## src/design/accelerometer_step_counter_macros.svh

```systemverilog
// assertion macros for the accelerometer step counter
// used by the top level only; depends on nothing else

`ifndef ACCELEROMETER_STEP_COUNTER_MACROS_SVH
`define ACCELEROMETER_STEP_COUNTER_MACROS_SVH

// same-cycle implication under synchronous reset
`define ACS_ASSERT_NOW(label, clk, rst, ante, cons, msg) \
  label: assert property (@(posedge clk) disable iff (rst) (ante) |-> (cons)) \
    else $error(msg);

// next-cycle implication under synchronous reset
`define ACS_ASSERT_NEXT(label, clk, rst, ante, cons, msg) \
  label: assert property (@(posedge clk) disable iff (rst) (ante) |=> (cons)) \
    else $error(msg);

`endif

```

## src/design/acs_pkg.sv

```systemverilog
// shared types and constants for the accelerometer step counter
// no dependencies; imported by every module of the block
`default_nettype none

package acs_pkg;

  // sample and datapath widths
  localparam int SAMPLE_BITS = 10;
  localparam int MAG_BITS    = SAMPLE_BITS + 1;
  localparam int SUM_BITS    = 2 * SAMPLE_BITS + 2;
  localparam int ROOT_STEPS  = SUM_BITS / 2;
  localparam int CNT_BITS    = $clog2(ROOT_STEPS);
  localparam int REM_BITS    = MAG_BITS + 1;
  localparam int SQ_BITS     = 2 * SAMPLE_BITS;

  // configuration register widths
  localparam int WEIGHT_BITS = 10;
  localparam int MARGIN_BITS = 11;
  localparam int TARGET_BITS = 8;
  localparam int ADDR_BITS   = 4;
  localparam int DATA_BITS   = 32;
  localparam int PROD_BITS   = WEIGHT_BITS + MAG_BITS;

  // register indexes
  localparam logic [1:0] REG_WEIGHT = 2'd0;
  localparam logic [1:0] REG_MARGIN = 2'd1;
  localparam logic [1:0] REG_TARGET = 2'd2;

  // register reset values
  localparam logic [WEIGHT_BITS-1:0] WEIGHT_RESET = 10'd128;
  localparam logic [MARGIN_BITS-1:0] MARGIN_RESET = 11'd25;
  localparam logic [TARGET_BITS-1:0] TARGET_RESET = 8'd5;

  // arithmetic constants
  localparam logic [WEIGHT_BITS-1:0] WEIGHT_FULL  = 10'd1023;
  localparam logic [MAG_BITS-1:0]    VALLEY_START = 11'd1024;
  localparam logic [TARGET_BITS-1:0] SETTLE_MAX   = 8'd255;

  // magnitude queue between front and back
  localparam int QUEUE_DEPTH = 2;
  localparam int QPTR_BITS   = $clog2(QUEUE_DEPTH);
  localparam int QCNT_BITS   = $clog2(QUEUE_DEPTH + 1);

  typedef struct packed {
    logic [SAMPLE_BITS-1:0] acc_x;
    logic [SAMPLE_BITS-1:0] acc_y;
    logic [SAMPLE_BITS-1:0] acc_z;
  } in_item_t;

  typedef struct packed {
    logic [10:0] magnitude;
    logic [10:0] average;
    logic [31:0] step_total;
    logic [1:0]  phase;
    logic        step_seen;
  } out_item_t;

  typedef struct packed {
    logic [WEIGHT_BITS-1:0] weight;
    logic [MARGIN_BITS-1:0] margin;
    logic [TARGET_BITS-1:0] settle_target;
  } cfg_t;

  typedef struct packed {
    logic full;
    logic empty;
  } q_stat_t;

  typedef enum logic [1:0] {
    PH_SEEK_MAX   = 2'd0,
    PH_CROSS_DOWN = 2'd1,
    PH_SEEK_MIN   = 2'd2,
    PH_CROSS_UP   = 2'd3
  } phase_t;

  typedef enum logic [1:0] {
    FR_IDLE,
    FR_SQUARE,
    FR_ROOT,
    FR_PUSH
  } front_state_t;

  typedef enum logic [1:0] {
    BK_IDLE,
    BK_MUL,
    BK_AVG,
    BK_DET
  } back_state_t;

endpackage

`default_nettype wire

```

## src/design/acs_front.sv

```systemverilog
// front end: accepts samples, sums the squares and takes the floor square root
// depends on acs_pkg; feeds magnitudes to acs_queue
`default_nettype none

module acs_front
  import acs_pkg::*;
(
  input  wire logic                clk,
  input  wire logic                rst,
  input  wire logic                in_valid,
  output logic                     in_stall,
  input  wire in_item_t            in_item,
  output logic                     push,
  output logic [MAG_BITS-1:0]      push_data,
  input  wire q_stat_t             q_stat
);

  front_state_t          state, state_next;
  logic [SAMPLE_BITS-1:0] ax, ay, az, ax_next, ay_next, az_next;
  logic [1:0]            sel, sel_next;
  logic [SUM_BITS-1:0]   sum, sum_next;
  logic [REM_BITS-1:0]   rem, rem_next;
  logic [MAG_BITS-1:0]   root, root_next;
  logic [CNT_BITS-1:0]   cnt, cnt_next;

  logic [SAMPLE_BITS-1:0] sq_op;
  logic [SQ_BITS-1:0]     sq;
  logic [REM_BITS+1:0]    rem_sh, trial_sub, trial_diff;
  logic                   trial_ok;

  // one square per cycle
  always_comb begin
    case (sel)
      2'd0:    sq_op = ax;
      2'd1:    sq_op = ay;
      default: sq_op = az;
    endcase
  end
  assign sq = SQ_BITS'(sq_op) * SQ_BITS'(sq_op);

  // one root bit per cycle, restoring form
  assign rem_sh     = {rem, sum[SUM_BITS-1 -: 2]};
  assign trial_sub  = {1'b0, root, 2'b01};
  assign trial_ok   = (rem_sh >= trial_sub);
  assign trial_diff = rem_sh - trial_sub;

  assign in_stall  = (state != FR_IDLE);
  assign push_data = root;

  // sequencer
  always_comb begin
    state_next = state;
    ax_next    = ax;
    ay_next    = ay;
    az_next    = az;
    sel_next   = sel;
    sum_next   = sum;
    rem_next   = rem;
    root_next  = root;
    cnt_next   = cnt;
    push       = 1'b0;
    case (state)
      FR_IDLE: begin
        if (in_valid) begin
          ax_next    = in_item.acc_x;
          ay_next    = in_item.acc_y;
          az_next    = in_item.acc_z;
          sel_next   = 2'd0;
          sum_next   = '0;
          state_next = FR_SQUARE;
        end
      end
      FR_SQUARE: begin
        sum_next = sum + SUM_BITS'(sq);
        sel_next = sel + 2'd1;
        if (sel == 2'd2) begin
          rem_next   = '0;
          root_next  = '0;
          cnt_next   = '0;
          state_next = FR_ROOT;
        end
      end
      FR_ROOT: begin
        if (trial_ok) begin
          rem_next  = trial_diff[REM_BITS-1:0];
          root_next = {root[MAG_BITS-2:0], 1'b1};
        end else begin
          rem_next  = rem_sh[REM_BITS-1:0];
          root_next = {root[MAG_BITS-2:0], 1'b0};
        end
        sum_next = {sum[SUM_BITS-3:0], 2'b00};
        cnt_next = cnt + CNT_BITS'(1);
        if (cnt == CNT_BITS'(ROOT_STEPS - 1)) begin
          state_next = FR_PUSH;
        end
      end
      FR_PUSH: begin
        if (!q_stat.full) begin
          push       = 1'b1;
          state_next = FR_IDLE;
        end
      end
      default: state_next = FR_IDLE;
    endcase
  end

  // state register
  always_ff @(posedge clk) begin
    if (rst) begin
      state <= FR_IDLE;
    end else begin
      state <= state_next;
    end
  end

  // datapath registers
  always_ff @(posedge clk) begin
    ax   <= ax_next;
    ay   <= ay_next;
    az   <= az_next;
    sel  <= sel_next;
    sum  <= sum_next;
    rem  <= rem_next;
    root <= root_next;
    cnt  <= cnt_next;
  end

endmodule

`default_nettype wire

```

## src/design/acs_queue.sv

```systemverilog
// two-entry magnitude queue between the front and back ends
// depends on acs_pkg
`default_nettype none

module acs_queue
  import acs_pkg::*;
(
  input  wire logic                clk,
  input  wire logic                rst,
  input  wire logic                push,
  input  wire logic [MAG_BITS-1:0] push_data,
  input  wire logic                pop,
  output logic [MAG_BITS-1:0]      pop_data,
  output q_stat_t                  q_stat
);

  logic [MAG_BITS-1:0]  slots [QUEUE_DEPTH];
  logic [QPTR_BITS-1:0] wr_ptr, rd_ptr;
  logic [QCNT_BITS-1:0] count;

  assign pop_data     = slots[rd_ptr];
  assign q_stat.full  = (count == QCNT_BITS'(QUEUE_DEPTH));
  assign q_stat.empty = (count == '0);

  // pointers and fill level
  always_ff @(posedge clk) begin
    if (rst) begin
      wr_ptr <= '0;
      rd_ptr <= '0;
      count  <= '0;
    end else begin
      if (push) begin
        wr_ptr <= wr_ptr + QPTR_BITS'(1);
      end
      if (pop) begin
        rd_ptr <= rd_ptr + QPTR_BITS'(1);
      end
      case ({push, pop})
        2'b10:   count <= count + QCNT_BITS'(1);
        2'b01:   count <= count - QCNT_BITS'(1);
        default: count <= count;
      endcase
    end
  end

  // storage
  always_ff @(posedge clk) begin
    if (push) begin
      slots[wr_ptr] <= push_data;
    end
  end

endmodule

`default_nettype wire

```

## src/design/acs_back.sv

```systemverilog
// back end: running average, peak/valley step detector and result register
// depends on acs_pkg; takes magnitudes from acs_queue
`default_nettype none

module acs_back
  import acs_pkg::*;
#(
  parameter int STEP_BITS = 32
) (
  input  wire logic                clk,
  input  wire logic                rst,
  input  wire cfg_t                cfg,
  input  wire q_stat_t             q_stat,
  output logic                     pop,
  input  wire logic [MAG_BITS-1:0] pop_data,
  output logic                     out_valid,
  input  wire logic                out_stall,
  output out_item_t                out_item
);

  back_state_t          state, state_next;
  logic [MAG_BITS-1:0]  mag, mag_next;
  logic [PROD_BITS-1:0] prod, prod_next;
  logic [MAG_BITS-1:0]  avg, avg_next;
  logic [MAG_BITS-1:0]  peak, peak_next;
  logic [MAG_BITS-1:0]  valley, valley_next;
  logic [TARGET_BITS-1:0] settle, settle_next;
  phase_t               phase, phase_next;
  logic [STEP_BITS-1:0] steps, steps_next;
  logic                 seeded, seeded_next;
  logic                 out_valid_next;
  out_item_t            out_item_next;

  logic [WEIGHT_BITS-1:0] w_old;
  logic [PROD_BITS-1:0]   prod_old, avg_sum;
  logic [TARGET_BITS-1:0] settle_inc;
  logic                   settle_done;
  logic [MAG_BITS:0]      low_edge, high_edge;
  logic                   cross_down, cross_up, seen;

  // weighted average terms
  assign w_old    = WEIGHT_FULL - cfg.weight;
  assign prod_old = PROD_BITS'(w_old) * PROD_BITS'(avg);
  assign avg_sum  = prod + prod_old;

  // settle counter, saturating
  assign settle_inc  = (settle == SETTLE_MAX) ? settle : settle + TARGET_BITS'(1);
  assign settle_done = (settle_inc >= cfg.settle_target);

  // crossing thresholds; an average under the margin counts as crossed
  assign low_edge   = {1'b0, avg} - {1'b0, cfg.margin};
  assign high_edge  = {1'b0, avg} + {1'b0, cfg.margin};
  assign cross_down = low_edge[MAG_BITS] || ({1'b0, mag} < low_edge);
  assign cross_up   = ({1'b0, mag} > high_edge);

  // sequencer and detector
  always_comb begin
    state_next     = state;
    mag_next       = mag;
    prod_next      = prod;
    avg_next       = avg;
    peak_next      = peak;
    valley_next    = valley;
    settle_next    = settle;
    phase_next     = phase;
    steps_next     = steps;
    seeded_next    = seeded;
    out_valid_next = out_valid && out_stall;
    out_item_next  = out_item;
    pop            = 1'b0;
    seen           = 1'b0;
    case (state)
      BK_IDLE: begin
        if (!q_stat.empty && (!out_valid || !out_stall)) begin
          pop        = 1'b1;
          mag_next   = pop_data;
          state_next = BK_MUL;
        end
      end
      BK_MUL: begin
        prod_next  = PROD_BITS'(cfg.weight) * PROD_BITS'(mag);
        state_next = BK_AVG;
      end
      BK_AVG: begin
        avg_next   = seeded ? avg_sum[PROD_BITS-1:WEIGHT_BITS] : mag;
        state_next = BK_DET;
      end
      BK_DET: begin
        if (!seeded) begin
          seeded_next = 1'b1;
        end else begin
          case (phase)
            PH_SEEK_MAX: begin
              if (mag > peak) begin
                peak_next   = mag;
                settle_next = '0;
              end else begin
                settle_next = settle_inc;
                if (settle_done) phase_next = PH_CROSS_DOWN;
              end
            end
            PH_CROSS_DOWN: begin
              if (mag > peak) begin
                peak_next   = mag;
                settle_next = '0;
                phase_next  = PH_SEEK_MAX;
              end else if (cross_down) begin
                steps_next  = steps + STEP_BITS'(1);
                valley_next = VALLEY_START;
                settle_next = '0;
                phase_next  = PH_SEEK_MIN;
                seen        = 1'b1;
              end
            end
            PH_SEEK_MIN: begin
              if (mag < valley) begin
                valley_next = mag;
                settle_next = '0;
              end else begin
                settle_next = settle_inc;
                if (settle_done) phase_next = PH_CROSS_UP;
              end
            end
            PH_CROSS_UP: begin
              if (mag < valley) begin
                valley_next = mag;
                settle_next = '0;
                phase_next  = PH_SEEK_MIN;
              end else if (cross_up) begin
                steps_next  = steps + STEP_BITS'(1);
                peak_next   = '0;
                settle_next = '0;
                phase_next  = PH_SEEK_MAX;
                seen        = 1'b1;
              end
            end
            default: phase_next = PH_SEEK_MAX;
          endcase
        end
        out_valid_next           = 1'b1;
        out_item_next.magnitude  = mag;
        out_item_next.average    = avg;
        out_item_next.step_total = 32'(steps_next);
        out_item_next.phase      = phase_next;
        out_item_next.step_seen  = seen;
        state_next               = BK_IDLE;
      end
      default: state_next = BK_IDLE;
    endcase
  end

  // control and detector state
  always_ff @(posedge clk) begin
    if (rst) begin
      state     <= BK_IDLE;
      avg       <= '0;
      peak      <= '0;
      valley    <= VALLEY_START;
      settle    <= '0;
      phase     <= PH_SEEK_MAX;
      steps     <= '0;
      seeded    <= 1'b0;
      out_valid <= 1'b0;
    end else begin
      state     <= state_next;
      avg       <= avg_next;
      peak      <= peak_next;
      valley    <= valley_next;
      settle    <= settle_next;
      phase     <= phase_next;
      steps     <= steps_next;
      seeded    <= seeded_next;
      out_valid <= out_valid_next;
    end
  end

  // payload registers
  always_ff @(posedge clk) begin
    mag      <= mag_next;
    prod     <= prod_next;
    out_item <= out_item_next;
  end

endmodule

`default_nettype wire

```

## src/design/accelerometer_step_counter.sv

```systemverilog
// Accelerometer step counter, top level.
// One sample item (acc_x, acc_y, acc_z) enters on the in channel when
// in_valid is high and in_stall is low; one result item leaves on the out
// channel for every sample, in order, taken when out_valid is high and
// out_stall is low.
// Sample flow: a new sample is accepted only after the previous one has
// been loaded, squared on the front end's shared squarer, rooted by the
// bit-serial root unit (one result bit a cycle) and handed to the queue.
// The back end then passes each magnitude through pop, weight multiply,
// average and detect states before out_valid rises.
// A two-entry magnitude queue parts the front from the back, so a stalled
// receiver holds the result register while the front keeps taking samples
// until the queue fills; then in_stall stays high.
// Reset (rst, synchronous) empties the queue, drops out_valid, restores the
// detector and step count, and loads the register defaults.
// Configuration: APB writes at 0x0 (smoothing_weight), 0x4 (crossing_margin),
// 0x8 (settle_target); pready is always high. Write only while idle.
// Depends on acs_pkg, acs_front, acs_queue, acs_back and the macros header.
`default_nettype none
`include "accelerometer_step_counter_macros.svh"

module accelerometer_step_counter
  import acs_pkg::*;
#(
  parameter int STEP_BITS = 32
) (
  input  wire logic                 clk,
  input  wire logic                 rst,
  input  wire logic                 in_valid,
  output logic                      in_stall,
  input  wire in_item_t             in_item,
  output logic                      out_valid,
  input  wire logic                 out_stall,
  output out_item_t                 out_item,
  input  wire logic                 psel,
  input  wire logic                 penable,
  input  wire logic                 pwrite,
  input  wire logic [ADDR_BITS-1:0] paddr,
  input  wire logic [DATA_BITS-1:0] pwdata,
  output logic [DATA_BITS-1:0]      prdata,
  output logic                      pready
);

  cfg_t                cfg;
  q_stat_t             q_stat;
  logic                push, pop;
  logic [MAG_BITS-1:0] push_data, pop_data;
  logic                cfg_write;
  logic [1:0]          reg_index;

  assign pready    = 1'b1;
  assign reg_index = paddr[3:2];
  assign cfg_write = psel && penable && pwrite && pready;

  // configuration registers
  always_ff @(posedge clk) begin
    if (rst) begin
      cfg.weight        <= WEIGHT_RESET;
      cfg.margin        <= MARGIN_RESET;
      cfg.settle_target <= TARGET_RESET;
    end else if (cfg_write) begin
      case (reg_index)
        REG_WEIGHT: cfg.weight        <= pwdata[WEIGHT_BITS-1:0];
        REG_MARGIN: cfg.margin        <= pwdata[MARGIN_BITS-1:0];
        REG_TARGET: cfg.settle_target <= pwdata[TARGET_BITS-1:0];
        default:    cfg               <= cfg;
      endcase
    end
  end

  // register read-back
  always_comb begin
    case (reg_index)
      REG_WEIGHT: prdata = DATA_BITS'(cfg.weight);
      REG_MARGIN: prdata = DATA_BITS'(cfg.margin);
      REG_TARGET: prdata = DATA_BITS'(cfg.settle_target);
      default:    prdata = '0;
    endcase
  end

  acs_front u_front (
    .clk       (clk),
    .rst       (rst),
    .in_valid  (in_valid),
    .in_stall  (in_stall),
    .in_item   (in_item),
    .push      (push),
    .push_data (push_data),
    .q_stat    (q_stat)
  );

  acs_queue u_queue (
    .clk       (clk),
    .rst       (rst),
    .push      (push),
    .push_data (push_data),
    .pop       (pop),
    .pop_data  (pop_data),
    .q_stat    (q_stat)
  );

  acs_back #(
    .STEP_BITS (STEP_BITS)
  ) u_back (
    .clk       (clk),
    .rst       (rst),
    .cfg       (cfg),
    .q_stat    (q_stat),
    .pop       (pop),
    .pop_data  (pop_data),
    .out_valid (out_valid),
    .out_stall (out_stall),
    .out_item  (out_item)
  );

  // queue is never written when full nor read when empty
  `ACS_ASSERT_NOW(a_no_push_full, clk, rst, push, !q_stat.full, "push into full queue")
  `ACS_ASSERT_NOW(a_no_pop_empty, clk, rst, pop, !q_stat.empty, "pop from empty queue")

  // a completed step always leaves the detector in a seek phase
  `ACS_ASSERT_NOW(a_step_phase, clk, rst, out_valid && out_item.step_seen, (out_item.phase == PH_SEEK_MAX || out_item.phase == PH_SEEK_MIN), "step reported outside a seek phase")

  // a pop only happens when the result register is free by the next edge
  `ACS_ASSERT_NEXT(a_pop_out_free, clk, rst, pop, !out_valid, "pop while result still pending")

endmodule

`default_nettype wire
```

## config.mk

```make
export PLATFORM = sky130hd
export DESIGN_NAME = accelerometer_step_counter
export DESIGN_NICKNAME = d
export VERILOG_FILES = /design/src/design/acs_pkg.sv /design/src/design/acs_front.sv /design/src/design/acs_queue.sv /design/src/design/acs_back.sv /design/src/design/accelerometer_step_counter.sv
export VERILOG_INCLUDE_DIRS = /design/src /design/src/design
export SDC_FILE = /design/constraint.sdc
export NUM_CORES = 1
export LEC_CHECK = 0
export BUFFER_PORTS_ARGS = -buffer_cell sky130_fd_sc_hd__buf_2
export CORE_MARGIN = 5
export CORE_UTILIZATION = 55
export CTS_CLUSTER_DIAMETER = 120
export CTS_CLUSTER_SIZE = 10
export DETAILED_ROUTE_END_ITERATION = 16
export PLACE_DENSITY = 0.81
export SETUP_SLACK_MARGIN = 0.05
export SLEW_MARGIN = 20
export SYNTH_ARGS = -nofsm -noshare
export SYNTH_HDL_FRONTEND = slang
export SYNTH_SLANG_ARGS = --single-unit
```

## constraint.sdc

```tcl
create_clock -name clk -period 16.7 [get_ports clk]
set_input_delay 3.34 -clock clk [delete_from_list [all_inputs] [get_ports clk]]
set_output_delay 3.34 -clock clk [all_outputs]
set_load 0.005 [all_outputs]
```

# After elaboration in Yosys (flattened, before gate mapping)
# Memory sizes are Yosys's and may differ from the RTL's. A register that Yosys moved wholly into a read port is not among the register bits.
# Index checks and enable logic that the tools add are counted.
[totals]
reg_bits = 273
ram_bits = 22
input_bits = 73
output_inout_bits = 92
wordCells = 188
n_memories = 1
[op_classes]
n_addsub = 14
mul = 3
n_lt_le_gt_ge = 6
n_eq_ne = 31
n_mux = 67
reduce_logical = 36
[mem_list]
columns = ["memory", "depth", "word_bits", "rd", "rd_ports_with_merged_regs", "wr", "line_no", "text"]
rows = [
  ["u_queue.slots", 2, 11, 1, 1, 1, "acs_queue.sv:17", "logic [MAG_BITS-1:0] slots [QUEUE_DEPTH];"],
]
[op_table]
columns = ["operator", "count"]
rows = [
  ["$mux 32", 5],
  ["$mux 11", 8],
  ["$pmux 11 s2", 3],
  ["$pmux 22 s3", 1],
  ["$pmux 32 s2", 1],
  ["$mux 8", 7],
  ["$mul 10x11->21", 2],
  ["$pmux 11 s3", 1],
  ["$add 32x1->32 const B", 1],
  ["$pmux 8 s4", 1],
  ["$mux 2", 15],
  ["$mux 12", 2],
  ["$pmux 12 s2", 1],
  ["$pmux 2 s4", 3],
  ["$add 22x20->22", 1],
  ["$mux 22", 1],
  ["$add 21x21->21", 1],
  ["$eq 2x2->1 const B", 10],
  ["$mul 10x10->20", 1],
  ["$pmux 10 s2", 1],
  ["$reduce_and 2->1", 8],
  ["$ge 14x13->1", 1],
  ["$ne 2x1->1 const B", 7],
  ["$add 11x11->12", 1],
  ["32 further kinds", 74],
]

# Depth between registers and ports, before layout
[depth]
depth_word = 7
depth_mapped = 27

# Cells and area by module
# Synthesis repeated with hierarchy kept, for this count alone.
[hier_totals]
cells_unflattened = 2811
area_unflattened_um2 = 27207.3
[by_module_without_submodules]
columns = ["mod", "n_inst", "cells_each", "area_each_um2", "seq_area_each_um2"]
rows = [
  ["acs_back", 1, 1854, 17237.8, 4254.1],
  ["acs_front", 1, 727, 7377.1, 2472.4],
  ["accelerometer_step_counter", 1, 174, 1597.8, 580.6],
  ["acs_queue", 1, 56, 994.7, 760.7],
]

# Least setup slack after synthesis
# OpenSTA, ideal clock, no wires.
[synth_path]
path_type = "input -> output"
from = "input paddr[3]"
to = "output prdata[0]"
arrival_time_ns = 4.235
required_time_ns = 13.360
setup_slack_ns = 9.125
cell_stages = 4
path_cell_list = "clkbuf_1 buf_1 mux2i_1 o21ai_0"
[synth_via]
elab_chain_cells = 2
word_cells_on_any_way = 4
cone_classes = "eq/ne: 2; mux: 1; reduce/logical: 1"
[synth_rtl]
columns = ["item", "line_no", "text"]
rows = [
  ["start: declaration", "accelerometer_step_counter.sv:38", "input wire logic [ADDR_BITS-1:0] paddr,"],
  ["$eq 2x2->1 (tied with other cells)", "accelerometer_step_counter.sv:73", "case (reg_index)"],
  ["$pmux 11 s3 (*)", "accelerometer_step_counter.sv:73", ""],
  ["end: declaration", "accelerometer_step_counter.sv:40", "output logic [DATA_BITS-1:0] prdata,"],
]
# Every way passes the cells marked *; elsewhere a longest branch is shown, timed or not.

# Worst setup path in the final report
[layout_path]
from = "input paddr[2]"
to = "output prdata[4]"
# Same word-level chain as after synthesis.

==> results by group <==
Routing
  • DR WL/cell: 17.58 µm
  • Routed vias: 20110
  • Detailed Route WL: between 60000 and 70000 µm
  • DRT antenna net count: 0
  • Remaining DRCs: 0
  • Pre-Repair DR Iteration Count: 6
  • Via-to-Cell Ratio: 5.735
  • Initial drt markers: between 1000 and 1500

Critical path
  • Crit path kind: in -> out
  • Crit path max fanout: 14
  • Startpoint Class: primary input
  • Crit end category: primary output
  • Arr. time, crit path: 4760 ps
  • CP Data Required Time: 13360 ps

Global route
  • Largest net degree at the start of global routing: 69
  • Number of global-route vias before repair: 20940
  • Initial antenna violation count: 0
  • Wire length of the first global-routing pass: 102900 µm
  • GRT Total Usage: 0.2332
  • Grt ovf: 0

Timing
  • Max Fclk: 123.4 MHz
  • Slew @ Worst Pin: 1084 ps
  • Unrepaired setup endpoints after global routing: false
  • Fin crit share: 0.4851
  • Clock skew: 25.28 ps
  • Final Max Slew Viols: 0
  • Sum Neg Setup Slack: 0 ps
  • Final Hold Fails: 0
  • Final setup violating endpoints: 0
  • Slew HR: 0.2734
  • Min cycle time layout: 8101 ps

Clock tree
  • Clock Latency Late Sink: 570 ps
  • TritonCTS clock tree: done
  • Clk slew on worst S/H paths: 50 ps
  • CTS Buf Count: 37
  • # resized after CTS: 0
  • Total setup buffers inserted after CTS: 0
  • # clock sinks: 306
  • Clock Tree Buf Depth: 3
  • Root Driver: clkbuf_16
  • H-tree depth: 2
  • Hold-fix buffers, CTS: 0

Yosys
  • Async SR Flop Fraction: 0
  • Count of state elements after synthesis: 306
  • Syn avg cell area: around 9.5 µm²
  • Synthesized cell area: around 27000 µm²
  • Post-Synthesis Cells: 2797
  • Top cell type's share of synthesized area: 0.2159
  • Count of cell types in the netlist: 83
  • Post-synth EDFFs: around 190
  • Largest cells by area after synthesis: edfxtp_1 (22%), fa_1 (17%), ha_1 (12%), dfxtp_1 (8.5%), inv_1 (5.7%)
  • Most frequent cell after synthesis: inv_1
  • Yosys top cell by area: edfxtp_1
  • Primary FF master, synth: edfxtp_1
  • Most frequent cells after synthesis: inv_1 (408), ha_1 (265), nand2_1 (234)
  • YS warnings: 0
  • Proportion of synthesized chip area in sequential cells: 0.3013

Status
  • Run status: completed

Cells and area
  • Number of diodes: 0
  • Final layout net count: 3431
  • Core Util, Final: 0.6035
  • Fillers: 3893
  • Final instance area: slightly below 30000 µm²
  • Synth-to-layout area growth: 8.124%
  • Layout cells sized above 1: 0.07988

Hold path
  • Hold crit path type: reg -> reg

Die
  • I/O pin cnt: 165
  • Rows: 80
  • Die width: 230.4 µm
  • Die ar.: 53070 µm²
  • Initial Util: 0.5582
  • Chip Height: roughly 230 µm
  • Core Box Area: 47850 µm²

Placement
  • Dpl hpwl: 45560 µm
  • Port Buffer Count: 119
  • Routability cong.: 0.9222
  • Post-place instance area: approximately 28000 µm²

Job
  • Max_cap viols: 0
-- kinds of logic (layout without fill, tap and decap cells) --
kind of cell,Yosys count,after routing,share of synthesized area
AO/OA/AOI/OAI,434,434,0.1071
XOR/XNOR,120,120,0.03935
adder cells (fa/ha/maj),493,493,0.2951
buffers and inverters,544,619,0.08063
flip-flops,306,306,0.3013
multiplexers,58,58,0.02258
other,2,22,0.0002812
AND/OR/NAND/NOR,840,840,0.1536
-- per-stage QoR --
step / worst slack (ps) / instances / hold slack (ps)
global placement: 8695 / 3441 / 453.7
CTS: 8665 / 3507 / 460.1
floorplan: 9125 / 2817 / 445.0
global route: 8434 / 3507 / 489.2
detailed placement: 8686 / 3441 / 460.8
finish: 8599 / 3507 / 466.1
-- sequential cells by signal, summed over array words and instances (netlist names), 2 cells and up --
name,count
u_back.peak,11
u_front.sum,22
u_back.mag,11
u_front.az,10
u_back.phase,2
u_front.sel,2
u_queue.count,2
cfg,29
u_front.push_data,11
u_front.ax,10
u_back.prod,21
u_back.state,2
u_front.ay,10
u_back.valley,11
u_back.out_item,57
u_back.avg,11
u_front.cnt,4
u_front.rem,12
u_back.settle,8
u_front.state,2
u_back.steps,32
u_queue.slots,22
-- path summary, 6_finish.rpt --
kind                                      startpoint                  end  slack [ps]  depth (start not counted)
worst min register to register  u_front.push_data[3]  u_queue.slots[1][3]         470                          0
worst max-delay path                        paddr[2]            prdata[4]        8600                          5
worst max register to register        u_front.sel[0]      u_front.sum[21]        8750                         24
worst min-delay path            u_front.push_data[3]  u_queue.slots[1][3]         470                          0
-- layout by cell type (no fill, tap or decap), drive strengths merged, types with 14 or more instances in the layout --
master    n
nor3     30
o21ai    95
a21o     38
xor2     31
and3     20
nand2   234
dfxtp   114
nand3    67
o21a     18
buf     140
ha      265
fa      228
and2     56
xnor2    89
a211oi   38
mux2     18
clkbuf   61
mux2i    40
nor2b    57
a21oi   125
o31ai    14
nand2b  101
nor2    204
inv     409
nand4    27
conb     22
edfxtp  192
-- area by class of cell --
class                   instances  area (µm²)  area share
clock inverters                 5       103.9    0.003596
multi-input cells            1967       16610      0.5753
clock buffers                  61        1037     0.03592
repair buffers                140       755.7     0.02617
flip-flops and latches        306        8048      0.2787
inverters                     413        1550     0.05369
well taps                     615       769.5     0.02665
-- worst max-delay path, stage by stage --
cell	delay, ps
buf_2	260
nor2b_1	720
nand2_1	100
o21ai_0	160
buf_2	180
-- metal layers --
metal | share of wire | GRT usage | vias to the layer above
met2 | 0.50 | 0.4056 | 739
li1 | - | - | 9389
met5 | 0 | 0 | -
met1 | 0.40 | 0.2948 | 9809
met3 | 0.068 | 0.03736 | 177
met4 | 0.037 | 0.08724 | 0
Power is left out: the tool's default activity adds up to more than one toggle a clock period on the data nets, which glitch-free logic cannot reach.
